[src/rtl/core/etsq_pkg.sv]
`timescale 1ns / 1ps

package etsq_pkg;

  localparam int NUM_SLOTS    = 16;
  localparam int IDX_W        = $clog2(NUM_SLOTS);
  localparam int CNT_W        = $clog2(NUM_SLOTS + 1);
  localparam int PS_W         = 64;
  localparam int STEP_W       = 32;
  localparam int KEY_W        = PS_W + 2 * STEP_W;
  localparam int SLOT_INDEX_W = 4;

  typedef logic [KEY_W-1:0] key_t;

  typedef enum logic [0:0] {
    OP_INSERT = 1'b0,
    OP_POP    = 1'b1
  } op_t;

  typedef enum logic [1:0] {
    ST_OK    = 2'd0,
    ST_FULL  = 2'd1,
    ST_EMPTY = 2'd2
  } status_t;

  typedef enum logic [1:0] {
    S_IDLE,
    S_CHECK,
    S_SCAN,
    S_DONE
  } state_t;

  typedef struct packed {
    logic capture;
    logic pop_remove;
    logic pop_fail;
    logic scan_run;
    logic commit;
  } etsq_cmd_t;

  typedef struct packed {
    logic op_pop;
    logic pop_empty;
    logic scan_last;
    logic out_free;
  } etsq_sts_t;

  // The result port carries the low bits of the slot number.
  function automatic logic [SLOT_INDEX_W-1:0] to_slot_index(input logic [IDX_W-1:0] idx);
    logic [IDX_W+SLOT_INDEX_W-1:0] ext;
    ext = {{SLOT_INDEX_W{1'b0}}, idx};
    return ext[SLOT_INDEX_W-1:0];
  endfunction

endpackage

[src/rtl/core/event_time_slot_queue.sv]
`timescale 1ns / 1ps

// Channel  Handshake            Payload
// input    in_valid / in_ready  op, time_ps, delta_step, eps_step
// output   out_valid/out_ready  slot_index, slot_time_ps, slot_delta, slot_eps,
//                               created_new, status
//
// An insert or a pop of a non-empty pool scans all NUM_SLOTS slot times, one a cycle;
// a pop of an empty pool skips the scan. A new beat is taken only once the last result
// has been committed to the output register.
// Reset is synchronous; no clearing pass is needed.
// A finished item waits until the output register is free; the next beat is accepted
// while a result waits there.
module event_time_slot_queue (
  input  logic                                  clk,
  input  logic                                  rst,
  input  logic                                  in_valid,
  output logic                                  in_ready,
  input  logic                                  op,
  input  logic [etsq_pkg::PS_W-1:0]             time_ps,
  input  logic [etsq_pkg::STEP_W-1:0]           delta_step,
  input  logic [etsq_pkg::STEP_W-1:0]           eps_step,
  output logic                                  out_valid,
  input  logic                                  out_ready,
  output logic [etsq_pkg::SLOT_INDEX_W-1:0]     slot_index,
  output logic [etsq_pkg::PS_W-1:0]             slot_time_ps,
  output logic [etsq_pkg::STEP_W-1:0]           slot_delta,
  output logic [etsq_pkg::STEP_W-1:0]           slot_eps,
  output logic                                  created_new,
  output logic [1:0]                            status
);

  etsq_pkg::etsq_cmd_t cmd;
  etsq_pkg::etsq_sts_t sts;

  etsq_ctrl u_ctrl (
    .clk      (clk),
    .rst      (rst),
    .in_valid (in_valid),
    .in_ready (in_ready),
    .sts      (sts),
    .cmd      (cmd)
  );

  etsq_dp u_dp (
    .clk         (clk),
    .rst         (rst),
    .in_op       (op),
    .in_time_ps  (time_ps),
    .in_delta    (delta_step),
    .in_eps      (eps_step),
    .cmd         (cmd),
    .sts         (sts),
    .out_ready   (out_ready),
    .out_valid   (out_valid),
    .out_index   (slot_index),
    .out_time_ps (slot_time_ps),
    .out_delta   (slot_delta),
    .out_eps     (slot_eps),
    .out_created (created_new),
    .out_status  (status)
  );

endmodule

[src/rtl/core/etsq_ctrl.sv]
`timescale 1ns / 1ps

module etsq_ctrl (
  input  logic                clk,
  input  logic                rst,
  input  logic                in_valid,
  output logic                in_ready,
  input  etsq_pkg::etsq_sts_t sts,
  output etsq_pkg::etsq_cmd_t cmd
);

  etsq_pkg::state_t state, state_next;

  always_ff @(posedge clk) begin
    if (rst) begin
      state <= etsq_pkg::S_IDLE;
    end else begin
      state <= state_next;
    end
  end

  always_comb begin
    state_next = state;
    cmd        = '0;
    in_ready   = 1'b0;
    unique case (state)
      etsq_pkg::S_IDLE: begin
        in_ready = 1'b1;
        if (in_valid) begin
          cmd.capture = 1'b1;
          state_next  = etsq_pkg::S_CHECK;
        end
      end
      etsq_pkg::S_CHECK: begin
        if (sts.op_pop && sts.pop_empty) begin
          cmd.pop_fail = 1'b1;
          state_next   = etsq_pkg::S_DONE;
        end else begin
          cmd.pop_remove = sts.op_pop;
          state_next     = etsq_pkg::S_SCAN;
        end
      end
      etsq_pkg::S_SCAN: begin
        cmd.scan_run = 1'b1;
        if (sts.scan_last) begin
          state_next = etsq_pkg::S_DONE;
        end
      end
      etsq_pkg::S_DONE: begin
        if (sts.out_free) begin
          cmd.commit = 1'b1;
          state_next = etsq_pkg::S_IDLE;
        end
      end
      default: begin
        state_next = etsq_pkg::S_IDLE;
      end
    endcase
  end

`ifndef SYNTHESIS
  a_commit_needs_room: assert property (@(posedge clk) disable iff (rst)
    cmd.commit |-> sts.out_free)
    else $error("result committed while output register is occupied");

  a_scan_follows_check: assert property (@(posedge clk) disable iff (rst)
    $rose(cmd.scan_run) |-> $past(state) == etsq_pkg::S_CHECK)
    else $error("scan started without a check step");

  a_capture_then_check: assert property (@(posedge clk) disable iff (rst)
    cmd.capture |=> state == etsq_pkg::S_CHECK)
    else $error("accepted beat not followed by check step");
`endif

endmodule

[src/rtl/core/etsq_dp.sv]
`timescale 1ns / 1ps

module etsq_dp (
  input  logic                                  clk,
  input  logic                                  rst,
  input  logic                                  in_op,
  input  logic [etsq_pkg::PS_W-1:0]             in_time_ps,
  input  logic [etsq_pkg::STEP_W-1:0]           in_delta,
  input  logic [etsq_pkg::STEP_W-1:0]           in_eps,
  input  etsq_pkg::etsq_cmd_t                   cmd,
  output etsq_pkg::etsq_sts_t                   sts,
  input  logic                                  out_ready,
  output logic                                  out_valid,
  output logic [etsq_pkg::SLOT_INDEX_W-1:0]     out_index,
  output logic [etsq_pkg::PS_W-1:0]             out_time_ps,
  output logic [etsq_pkg::STEP_W-1:0]           out_delta,
  output logic [etsq_pkg::STEP_W-1:0]           out_eps,
  output logic                                  out_created,
  output logic [1:0]                            out_status
);

  localparam int N     = etsq_pkg::NUM_SLOTS;
  localparam int IDX_W = etsq_pkg::IDX_W;
  localparam int CNT_W = etsq_pkg::CNT_W;

  // Slot times and the stack of freed slots. A slot time is only used
  // while its in-use bit is set, so the array needs no clearing.
  etsq_pkg::key_t   slot_mem [N];
  logic [IDX_W-1:0] free_stack [N];

  logic [N-1:0]     in_use;
  logic [CNT_W-1:0] free_count;
  logic [CNT_W-1:0] fresh_count;
  logic [CNT_W-1:0] event_count;
  logic [IDX_W-1:0] earliest_index;
  etsq_pkg::key_t   earliest_key;

  etsq_pkg::op_t    op_q;
  etsq_pkg::key_t   key_q;
  logic             fail_q;
  logic [IDX_W-1:0] pop_idx_q;
  etsq_pkg::key_t   pop_key_q;
  logic [IDX_W-1:0] free_top_q;

  logic [CNT_W-1:0] scan_cnt;
  logic             rd_vld_q;
  logic [IDX_W-1:0] rd_idx_q;
  etsq_pkg::key_t   rd_key_q;
  logic             hit_q;
  logic [IDX_W-1:0] hit_idx;
  logic             best_found;
  logic [IDX_W-1:0] best_idx;
  etsq_pkg::key_t   best_key;

  logic [IDX_W-1:0] scan_addr;
  logic [IDX_W-1:0] fs_rd_addr;
  logic             scan_issue;
  logic             rd_live;

  logic [IDX_W-1:0]  res_idx;
  etsq_pkg::key_t    res_key;
  logic              res_new;
  etsq_pkg::status_t res_status;
  logic              alloc_free;
  logic              alloc_fresh;
  logic              alloc;
  logic [IDX_W-1:0]  new_idx;
  logic              earlier;
  logic              pop_commit;

  assign scan_addr  = scan_cnt[IDX_W-1:0];
  assign scan_issue = cmd.scan_run && (scan_cnt < CNT_W'(N));
  assign fs_rd_addr = IDX_W'(free_count - 1'b1);
  assign rd_live    = rd_vld_q && in_use[rd_idx_q];

  assign sts.op_pop    = (op_q == etsq_pkg::OP_POP);
  assign sts.pop_empty = (event_count == '0) || !in_use[earliest_index];
  assign sts.scan_last = (scan_cnt == CNT_W'(N));
  assign sts.out_free  = !out_valid || out_ready;

  always_ff @(posedge clk) begin
    rd_key_q   <= slot_mem[scan_addr];
    free_top_q <= free_stack[fs_rd_addr];
    if (cmd.commit && alloc) begin
      slot_mem[new_idx] <= key_q;
    end
    if (cmd.pop_remove && (free_count < CNT_W'(N))) begin
      free_stack[free_count[IDX_W-1:0]] <= earliest_index;
    end
  end

  always_ff @(posedge clk) begin
    if (cmd.capture) begin
      op_q  <= etsq_pkg::op_t'(in_op);
      key_q <= {in_time_ps, in_delta, in_eps};
    end
    if (cmd.pop_remove) begin
      pop_idx_q <= earliest_index;
      pop_key_q <= earliest_key;
    end
    rd_idx_q <= scan_addr;
  end

  // Insert looks for an equal live time; pop keeps the strictly smaller
  // live time so that ties go to the lowest index. The scan results hold
  // until the next beat is captured, so a stalled result stays intact.
  always_ff @(posedge clk) begin
    if (rst || cmd.capture) begin
      scan_cnt   <= '0;
      rd_vld_q   <= 1'b0;
      hit_q      <= 1'b0;
      hit_idx    <= '0;
      best_found <= 1'b0;
      best_idx   <= '0;
    end else begin
      if (scan_issue) begin
        scan_cnt <= scan_cnt + 1'b1;
      end
      rd_vld_q <= scan_issue;
      if (rd_live && !hit_q && (rd_key_q == key_q)) begin
        hit_q   <= 1'b1;
        hit_idx <= rd_idx_q;
      end
      if (rd_live && (!best_found || (rd_key_q < best_key))) begin
        best_found <= 1'b1;
        best_idx   <= rd_idx_q;
      end
    end
  end

  always_ff @(posedge clk) begin
    if (cmd.scan_run && rd_live && (!best_found || (rd_key_q < best_key))) begin
      best_key <= rd_key_q;
    end
  end

  always_comb begin
    res_idx     = '0;
    res_key     = '0;
    res_new     = 1'b0;
    res_status  = etsq_pkg::ST_OK;
    alloc_free  = 1'b0;
    alloc_fresh = 1'b0;
    new_idx     = free_top_q;
    if (op_q == etsq_pkg::OP_POP) begin
      if (fail_q) begin
        res_status = etsq_pkg::ST_EMPTY;
      end else begin
        res_idx = pop_idx_q;
        res_key = pop_key_q;
      end
    end else if (hit_q) begin
      res_idx = hit_idx;
      res_key = key_q;
    end else if (free_count != '0) begin
      alloc_free = 1'b1;
      res_idx    = new_idx;
      res_key    = key_q;
      res_new    = 1'b1;
    end else if (fresh_count < CNT_W'(N)) begin
      alloc_fresh = 1'b1;
      new_idx     = fresh_count[IDX_W-1:0];
      res_idx     = new_idx;
      res_key     = key_q;
      res_new     = 1'b1;
    end else begin
      res_status = etsq_pkg::ST_FULL;
    end
  end

  assign alloc      = alloc_free || alloc_fresh;
  assign earlier    = !in_use[earliest_index] || (key_q < earliest_key);
  assign pop_commit = cmd.commit && (op_q == etsq_pkg::OP_POP) && !fail_q;

  always_ff @(posedge clk) begin
    if (rst) begin
      in_use         <= '0;
      free_count     <= '0;
      fresh_count    <= '0;
      event_count    <= '0;
      earliest_index <= '0;
      fail_q         <= 1'b0;
      out_valid      <= 1'b0;
    end else begin
      if (cmd.capture) begin
        fail_q <= 1'b0;
      end else if (cmd.pop_fail) begin
        fail_q <= 1'b1;
      end
      if (cmd.pop_remove) begin
        in_use[earliest_index] <= 1'b0;
        event_count            <= event_count - 1'b1;
        if (free_count < CNT_W'(N)) begin
          free_count <= free_count + 1'b1;
        end
      end
      if (cmd.commit && alloc) begin
        in_use[new_idx] <= 1'b1;
        event_count     <= event_count + 1'b1;
        if (alloc_free) begin
          free_count <= free_count - 1'b1;
        end
        if (alloc_fresh) begin
          fresh_count <= fresh_count + 1'b1;
        end
        if (earlier) begin
          earliest_index <= new_idx;
        end
      end
      if (pop_commit) begin
        earliest_index <= best_found ? best_idx : '0;
      end
      if (cmd.commit) begin
        out_valid <= 1'b1;
      end else if (out_ready) begin
        out_valid <= 1'b0;
      end
    end
  end

  always_ff @(posedge clk) begin
    if ((cmd.commit && alloc && earlier) || (pop_commit && best_found)) begin
      earliest_key <= pop_commit ? best_key : key_q;
    end
    if (cmd.commit) begin
      out_index   <= etsq_pkg::to_slot_index(res_idx);
      out_time_ps <= res_key[etsq_pkg::KEY_W-1 -: etsq_pkg::PS_W];
      out_delta   <= res_key[2*etsq_pkg::STEP_W-1 -: etsq_pkg::STEP_W];
      out_eps     <= res_key[etsq_pkg::STEP_W-1:0];
      out_created <= res_new;
      out_status  <= res_status;
    end
  end

`ifndef SYNTHESIS
  a_count_matches_bits: assert property (@(posedge clk) disable iff (rst)
    $countones(in_use) == int'(event_count))
    else $error("event count disagrees with in-use bits");

  a_slots_accounted: assert property (@(posedge clk) disable iff (rst)
    (free_count + event_count) == fresh_count)
    else $error("free and live slots do not add up to slots handed out");

  a_pop_frees_slot: assert property (@(posedge clk) disable iff (rst)
    cmd.pop_remove |=> !in_use[pop_idx_q])
    else $error("popped slot still marked in use");

  a_new_slot_live: assert property (@(posedge clk) disable iff (rst)
    (cmd.commit && alloc) |=> in_use[$past(new_idx)])
    else $error("allocated slot not marked in use");
`endif

endmodule

[config.mk]
export PLATFORM = sky130hd
export DESIGN_NAME = event_time_slot_queue
export DESIGN_NICKNAME = d
export VERILOG_FILES = /design/src/rtl/core/etsq_pkg.sv /design/src/rtl/core/event_time_slot_queue.sv /design/src/rtl/core/etsq_ctrl.sv /design/src/rtl/core/etsq_dp.sv
export SDC_FILE = /design/constraint.sdc
export NUM_CORES = 2
export LEC_CHECK = 0
export CORE_AREA = 10 10 491 493
export CTS_CLUSTER_SIZE = 20
export DETAILED_ROUTE_END_ITERATION = 12
export DIE_AREA = 0 0 501 503
export DONT_BUFFER_PORTS = 1
export HOLD_SLACK_MARGIN = 0.03
export PLACE_DENSITY = 0.63
export SYNTH_ARGS = -nofsm -noshare
export SYNTH_HDL_FRONTEND = slang
export SYNTH_SLANG_ARGS = --single-unit
[constraint.sdc]
create_clock -name clk -period 17.95 [get_ports clk]
set_clock_uncertainty 0.1 [all_clocks]
set_input_delay 1.795 -clock clk [delete_from_list [all_inputs] [get_ports clk]]
set_output_delay 1.795 -clock clk [all_outputs]
set_load 0.005 [all_outputs]
-- After elaboration in Yosys (flattened, before gate mapping)
Memory sizes are Yosys's and may differ from the RTL's. A register that Yosys moved wholly into a read port is not among the register bits.
Index checks and enable logic that the tools add are counted.
- $add $sub $neg: 6
- multipliers: 0
- div/mod/pow operators: 0
- $lt $le $gt $ge: 10
- equality and inequality tests: 8
- shift-type cells: 0
- mux-type cells: 69
- bitwise logic cells: 3
- reduce and logical (&&, ||, !) cells: 40
- operators with widths (operator ; number):
    two-way mux 128 bit ; 6
    < comparator 128 bit ; 2
    equality test 128 bit ; 1
    two-way mux 4 bit ; 13
    two-way mux 16 bit ; 3
    two-way mux 5 bit ; 6
    two-way mux 1 bit ; 28
    adder 5 x 1 -> 5 bit, second input constant ; 4
    bitwise AND 16 bit ; 1
    logical AND 1 bit ; 16
    two-way mux 2 bit ; 8
    NOT 16 bit ; 1
    bitwise OR 16 bit ; 1
    < comparator 4 x 5 -> 1 bit, second input constant ; 3
    < comparator 5 bit, second input constant ; 3
    subtractor 5 x 1 -> 5 bit, second input constant ; 2
    binary-select mux 1 bit (select 4 bit) ; 2
    demux 1 bit (select 4 bit) ; 2
    greater-or-equal comparator 4 x 1 -> 1 bit, second input constant ; 2
    one-hot mux 2 bit (4 select lines) ; 1
    nonzero test 2 bit ; 4
    logical OR 1 bit ; 7
    inequality test 2 bit, second input constant ; 3
    equality test 5 bit, second input constant ; 1
    other kinds (9) ; 16
- register bits after elaboration: 711
- latch bits: 0
- RAM bits: 2112
- ROM bits: 0
- input port bits: 133
- output and inout bits: 137
- memories kept: 2
- memories (memory ; depth ; bits a word ; rd ports ; clocked after Yosys merged registers in ; wr ports ; line ; RTL):
    u_dp.slot_mem ; 16 ; 128 ; 1 ; 1 ; 1 ; etsq_dp.sv:28 ; etsq_pkg::key_t slot_mem [N];
    u_dp.free_stack ; 16 ; 4 ; 1 ; 1 ; 1 ; etsq_dp.sv:29 ; logic [IDX_W-1:0] free_stack [N];

-- Depth between registers and ports, before layout
- depth after elaboration: 11
- mapped depth: 14
- mapped depth without buffers: 12

-- Cells and area by module
From an unflattened synthesis, not the netlist that was laid out.
- cell total of the unflattened synthesis: 5731
- area, all modules: 115071.6 um^2
- modules (own cells, without submodules) (module ; times used ; cells an instance ; area each (um^2)):
    etsq_dp ; 1 ; 5705 ; 114846.4
    etsq_ctrl ; 1 ; 26 ; 225.2

-- Least setup slack after synthesis
Ideal clock, no wire load.
- path type: input-to-reg
- start point: input port out_ready
- end point: memory u_dp.slot_mem[5][0] in the netlist's numbering, enable pin
- arrival time: 14.730 ns
- required time: 17.232 ns
- slack: 2.501 ns
- cell stages on the path: 6
- cells stage by stage: nor2b_1 nor2b_1 nand2_1 a21oi_1 o21ai_1 nor2_1
- RTL lines (item ; line ; RTL):
    from (decl) ; event_time_slot_queue.sv:24 ; input logic out_ready,
    to (decl) ; etsq_dp.sv:28 ;

-- Final worst setup path
- start point: register u_dp.free_count[0]
- end point: memory u_dp.slot_mem[2][49] in the netlist's numbering, enable pin
- word-level cells in the longest chain between the ends: 8
- RTL lines (item ; line ; RTL):
    from (decl) ; etsq_dp.sv:32 ; logic [CNT_W-1:0] free_count;
    from (signal assigned) ; etsq_dp.sv:194 ; free_count <= free_count + 1'b1;
    from (signal assigned) ; etsq_dp.sv:201 ; free_count <= free_count - 1'b1;
    nonzero test 5 bit * ; etsq_dp.sv:155 ; end else if (free_count != '0) begin
    two-way mux 1 bit ; etsq_dp.sv:155 ;
    two-way mux 1 bit ; etsq_dp.sv:152 ; end else if (hit_q) begin
    two-way mux 1 bit ; etsq_dp.sv:145 ; if (op_q == etsq_pkg::OP_POP) begin
    logical OR 1 bit ; etsq_dp.sv:171 ; assign alloc = alloc_free || alloc_fresh;
    logical AND 1 bit ; etsq_dp.sv:84 ; if (cmd.commit && alloc) begin
    two-way mux 1 bit ; etsq_dp.sv:84 ;
    two-way mux 1 bit (not written as such) ; etsq_dp.sv:85 ; slot_mem[new_idx] <= key_q;
Every way passes the cells marked *; elsewhere a longest branch is shown, timed or not.

==> impl_metrics.py <==
metrics = {
    "global_route": {
        "globalRouteTotalUtil_pct": 24.1,
        "grt_antenna_before_repair": 51,
        "grt_pass1_vias": 57400,
        "grt_max_degree": 135,
        "grt_overflow": 0,
        "grt_pass1_wl_mm": 434,
    },
    "sta": {
        "period_needed_ns": 5.96,
        "hold_slack_ns": 0.338,
        "relSlewSlack_pct": 20.8,
        "rsz0062_at_grt": "no",
        "fin_crit_sh_pct": 33.2,
        "setup_viol": 0,
        "hold_viol_final": 0,
        "clock.fmax_ghz": 0.168,
        "setup_tns_ns": 0,
        "worst_pin_slew_ns": 1.18,
        "fin_ws_ns": 11.99,
        "maxSlewViolCount": 0,
    },
    "finish": {
        "fillers": 17100,
        "drive_above_1_share_pct": 21.5,
        "nNetsFinal": 6391,
        "syn_to_final_growth_pct": 12.8,
    },
    "critical_path": {
        "critPathKind": "flop to flop",
        "r2r-start": "u_dp.free_count[0]",
        "path_cells": "buf_4, inv_1, ha_1, or4b_4, or2_1, mux2i_1, nand2_1, nor2_4, buf_4, buf_4, buf_4",
        "cp.arrival_ns": 6.42,
        "crit_path_frequent_cell": "buf_4",
        "critPathLaunchType": "flop",
        "critical_path_buf_inv_count": 5,
        "max_stage_delay_ns": 0.77,
        "rrSetupSlack_ns": 11.99,
        "rr_worst_depth": 11,
        "cp_top_family": "buffers and inverters",
        "critPathMaxFanout": 44,
        "cp.required_ns": 18.41,
        "cp_slowest_cell": "buf_4",
        "reg2reg_to": "u_dp.slot_mem[2][49]",
        "crit_path_end_kind": "flop",
    },
    "clock_tree": {
        "cts_tree": "built",
        "cts_max_path_buffers": 4,
        "cts_buffers": 319,
        "worstSkewPairLatency_ns": 0.97,
        "cts_resized": 0,
        "postCtsSetupBuffers": 0,
        "clockRootBuffer": "clkbuf_16",
        "htreeDepth": 5,
        "clk_pin_slew_worst_paths_ns": 0.06,
        "cts_hold_buf": 0,
        "cts.sinks": 2955,
    },
    "logic_synthesis": {
        "seq_area_frac_synth_pct": 75.5,
        "yosysTopAreaCell": "edfxtp_1",
        "synth_edf_count": 2764,
        "ys_types": 73,
        "synthCells": 5720,
        "synth_top_cells_by_area": "edfxtp_1 (72%), mux4_2 (13%), dfxtp_1 (3.3%), ha_1 (2.9%), inv_1 (1.0%)",
        "yosysWarningCount": 0,
        "synthArstFlopShare_pct": 0,
        "synthTopCellsByCount": "edfxtp_1 (2764), mux4_2 (668), inv_1 (318)",
        "yosysTopAreaCellShare_pct": 72.2,
        "synth-seq-cells": 2955,
        "ys.flop_type": "edfxtp_1",
        "netlist_area_um2": 115000,
        "avgSynthCellArea_um2": 20.1,
        "synthesis.nets": 6123,
        "yosysMostFrequentCell": "edfxtp_1",
    },
    "worst_hold_path": {
        "hold_path_depth": 0,
        "min_to": "u_dp.pop_key_q[19]",
        "min_from": "u_dp.earliest_key[19]",
        "hold_path.class": "flop to flop",
    },
    "detailed_routing": {
        "ant_nets": 0,
        "via_per_inst": 6.22,
        "post_drt_wl_per_cell_um": 33.1,
        "drc": 0,
        "drt-total-wl_mm": 307,
        "drt-initial-drc-count": 7183,
        "drtPass1Iterations": 5,
        "vias": 57700,
    },
    "place": {
        "dp_slack_ns": 11.71,
        "port_buffers": 0,
        "place.gp.congestion": 0.856,
        "place_hpwl_mm": 182,
    },
    "floorplanning": {
        "coreArea_um2": 231000,
        "die_y_um": 503,
        "fp.dieW_um": 501,
        "initial_core_util_pct": 49.7,
        "io_pins": 270,
        "fp-row-count": 177,
        "die_area_um2": 252000,
    },
    "run_status": {
        "outcome": "finished clean",
    },
    "power": {
        "power.density_nw_per_um2": 125,
        "irDropWorstVdd_v": 0.000131,
        "p_leak_nw": 42.5,
    },
    "flow_run": {
        "drv_cap": 0,
    },
}
-- how the worst max path moves through the flow --
stage	cells after the start	startpoint	endpoint	slack, ns
3_3_place_gp	10	out_ready	u_dp.slot_mem[2][101]	11.74
2_1_floorplan	6	out_ready	u_dp.slot_mem[5][0]	2.50
5_1_grt	12	u_dp.free_count[0]	u_dp.slot_mem[3][48]	11.61
3_5_place_dp	10	out_ready	u_dp.slot_mem[2][101]	11.71
6_report	11	u_dp.free_count[0]	u_dp.slot_mem[2][49]	11.99
4_1_cts	11	u_dp.free_count[0]	u_dp.slot_mem[3][122]	11.94
-- layer usage --
layer | GRT usage, % | vias up | part of all wire [%]
met5 | 0 | - | 0.073
met4 | 7.27 | 34 | 3.2
met3 | 5.66 | 499 | 9.0
met2 | 37.9 | 2691 | 47
met1 | 33.8 | 30700 | 40
li1 | - | 23800 | -
-- registers in the layout (all words and copies together) (netlist names), 4 cells and up --
register	cells
u_dp.best_idx	4
u_dp.best_key	128
u_dp.earliest_index	4
u_dp.earliest_key	128
u_dp.event_count	5
u_dp.free_count	5
u_dp.free_stack	64
u_dp.free_top_q	4
u_dp.fresh_count	5
u_dp.hit_idx	4
u_dp.in_use	16
u_dp.key_q	128
u_dp.out_delta	32
u_dp.out_eps	32
u_dp.out_index	4
u_dp.out_time_ps	64
u_dp.pop_idx_q	4
u_dp.pop_key_q	128
u_dp.rd_idx_q	4
u_dp.rd_key_q	128
u_dp.scan_cnt	5
u_dp.slot_mem	2048
-- cell families (layout without fill, tap and decap cells) --
kind of cell               Yosys count  count (layout)  share of synthesized area [%]
AOI/OAI and AO/OA                  577             577                           3.28
xor gates and xnor gates            81              81                          0.617
adders and majority gates          270             270                           2.94
buffers and inverters              543            1054                           1.80
DFF                               2955            2955                           75.5
muxes                              689             689                           13.3
other                                0              13                              0
and+or+nand+nor                    605             605                           2.55
-- worst register-to-register path, stage by stage, from the launching register on --
cell and delay [ns]:
dfxtp_1 0.30, buf_4 0.24, inv_1 0.19, ha_1 0.25, or4b_4 0.53, or2_1 0.43
mux2i_1 0.40, nand2_1 0.32, nor2_4 0.41, buf_4 0.73, buf_4 0.76, buf_4 0.83
-- metrics by stage --
| stage | total power, mW | std cells | area [um^2] | utilization [%] |
|---|---|---|---|---|
| 2_1_floorplan | 9.19 | 5720 | 115000 | - |
| 3_3_place_gp | 9.92 | 8710 | 120000 | 51.7 |
| 3_5_place_dp | 9.95 | 8710 | 120000 | 51.7 |
| 4_1_cts | 16.3 | 9274 | 130000 | 56.0 |
| 5_1_grt | 16.7 | 9276 | 130000 | 56.0 |
| 6_report | 16.2 | 9287 | 130000 | 56.1 |
-- cell type report --
class	count	area (um^2)	share of cell area, %
flip-flops and latches	2955	86800	66.9
inverters	318	1200	0.924
clock buffers	422	8830	6.81
diodes	13	32.5	0.0251
clock inverters	142	1310	1.01
repair buffers	172	1450	1.12
multi-input cells	2222	26300	20.2
well taps	3043	3810	2.94
-- placed cells by master (no fill, tap or decap), drive strengths merged, types with 27 or more instances in the layout --
| master | count |
|---|---|
| a21oi | 134 |
| a22o | 135 |
| buf | 172 |
| clkbuf | 422 |
| clkinv | 102 |
| dfxtp | 191 |
| edfxtp | 2764 |
| ha | 269 |
| inv | 326 |
| mux4 | 670 |
| nand2 | 236 |
| nand2b | 34 |
| nand4 | 61 |
| nor2 | 114 |
| nor2b | 34 |
| nor3 | 27 |
| o21ai | 182 |
| xnor2 | 38 |
| xor2 | 43 |
-- power breakdown --
part	leakage (nW)	switching, mW	internal (mW)	total (mW)
combinational	10.9	1.04	0.577	1.62
sequential	26.6	0.246	7.94	8.18
clock	4.97	2.63	3.77	6.40
Note: power is estimated with default switching activity, not from simulation.
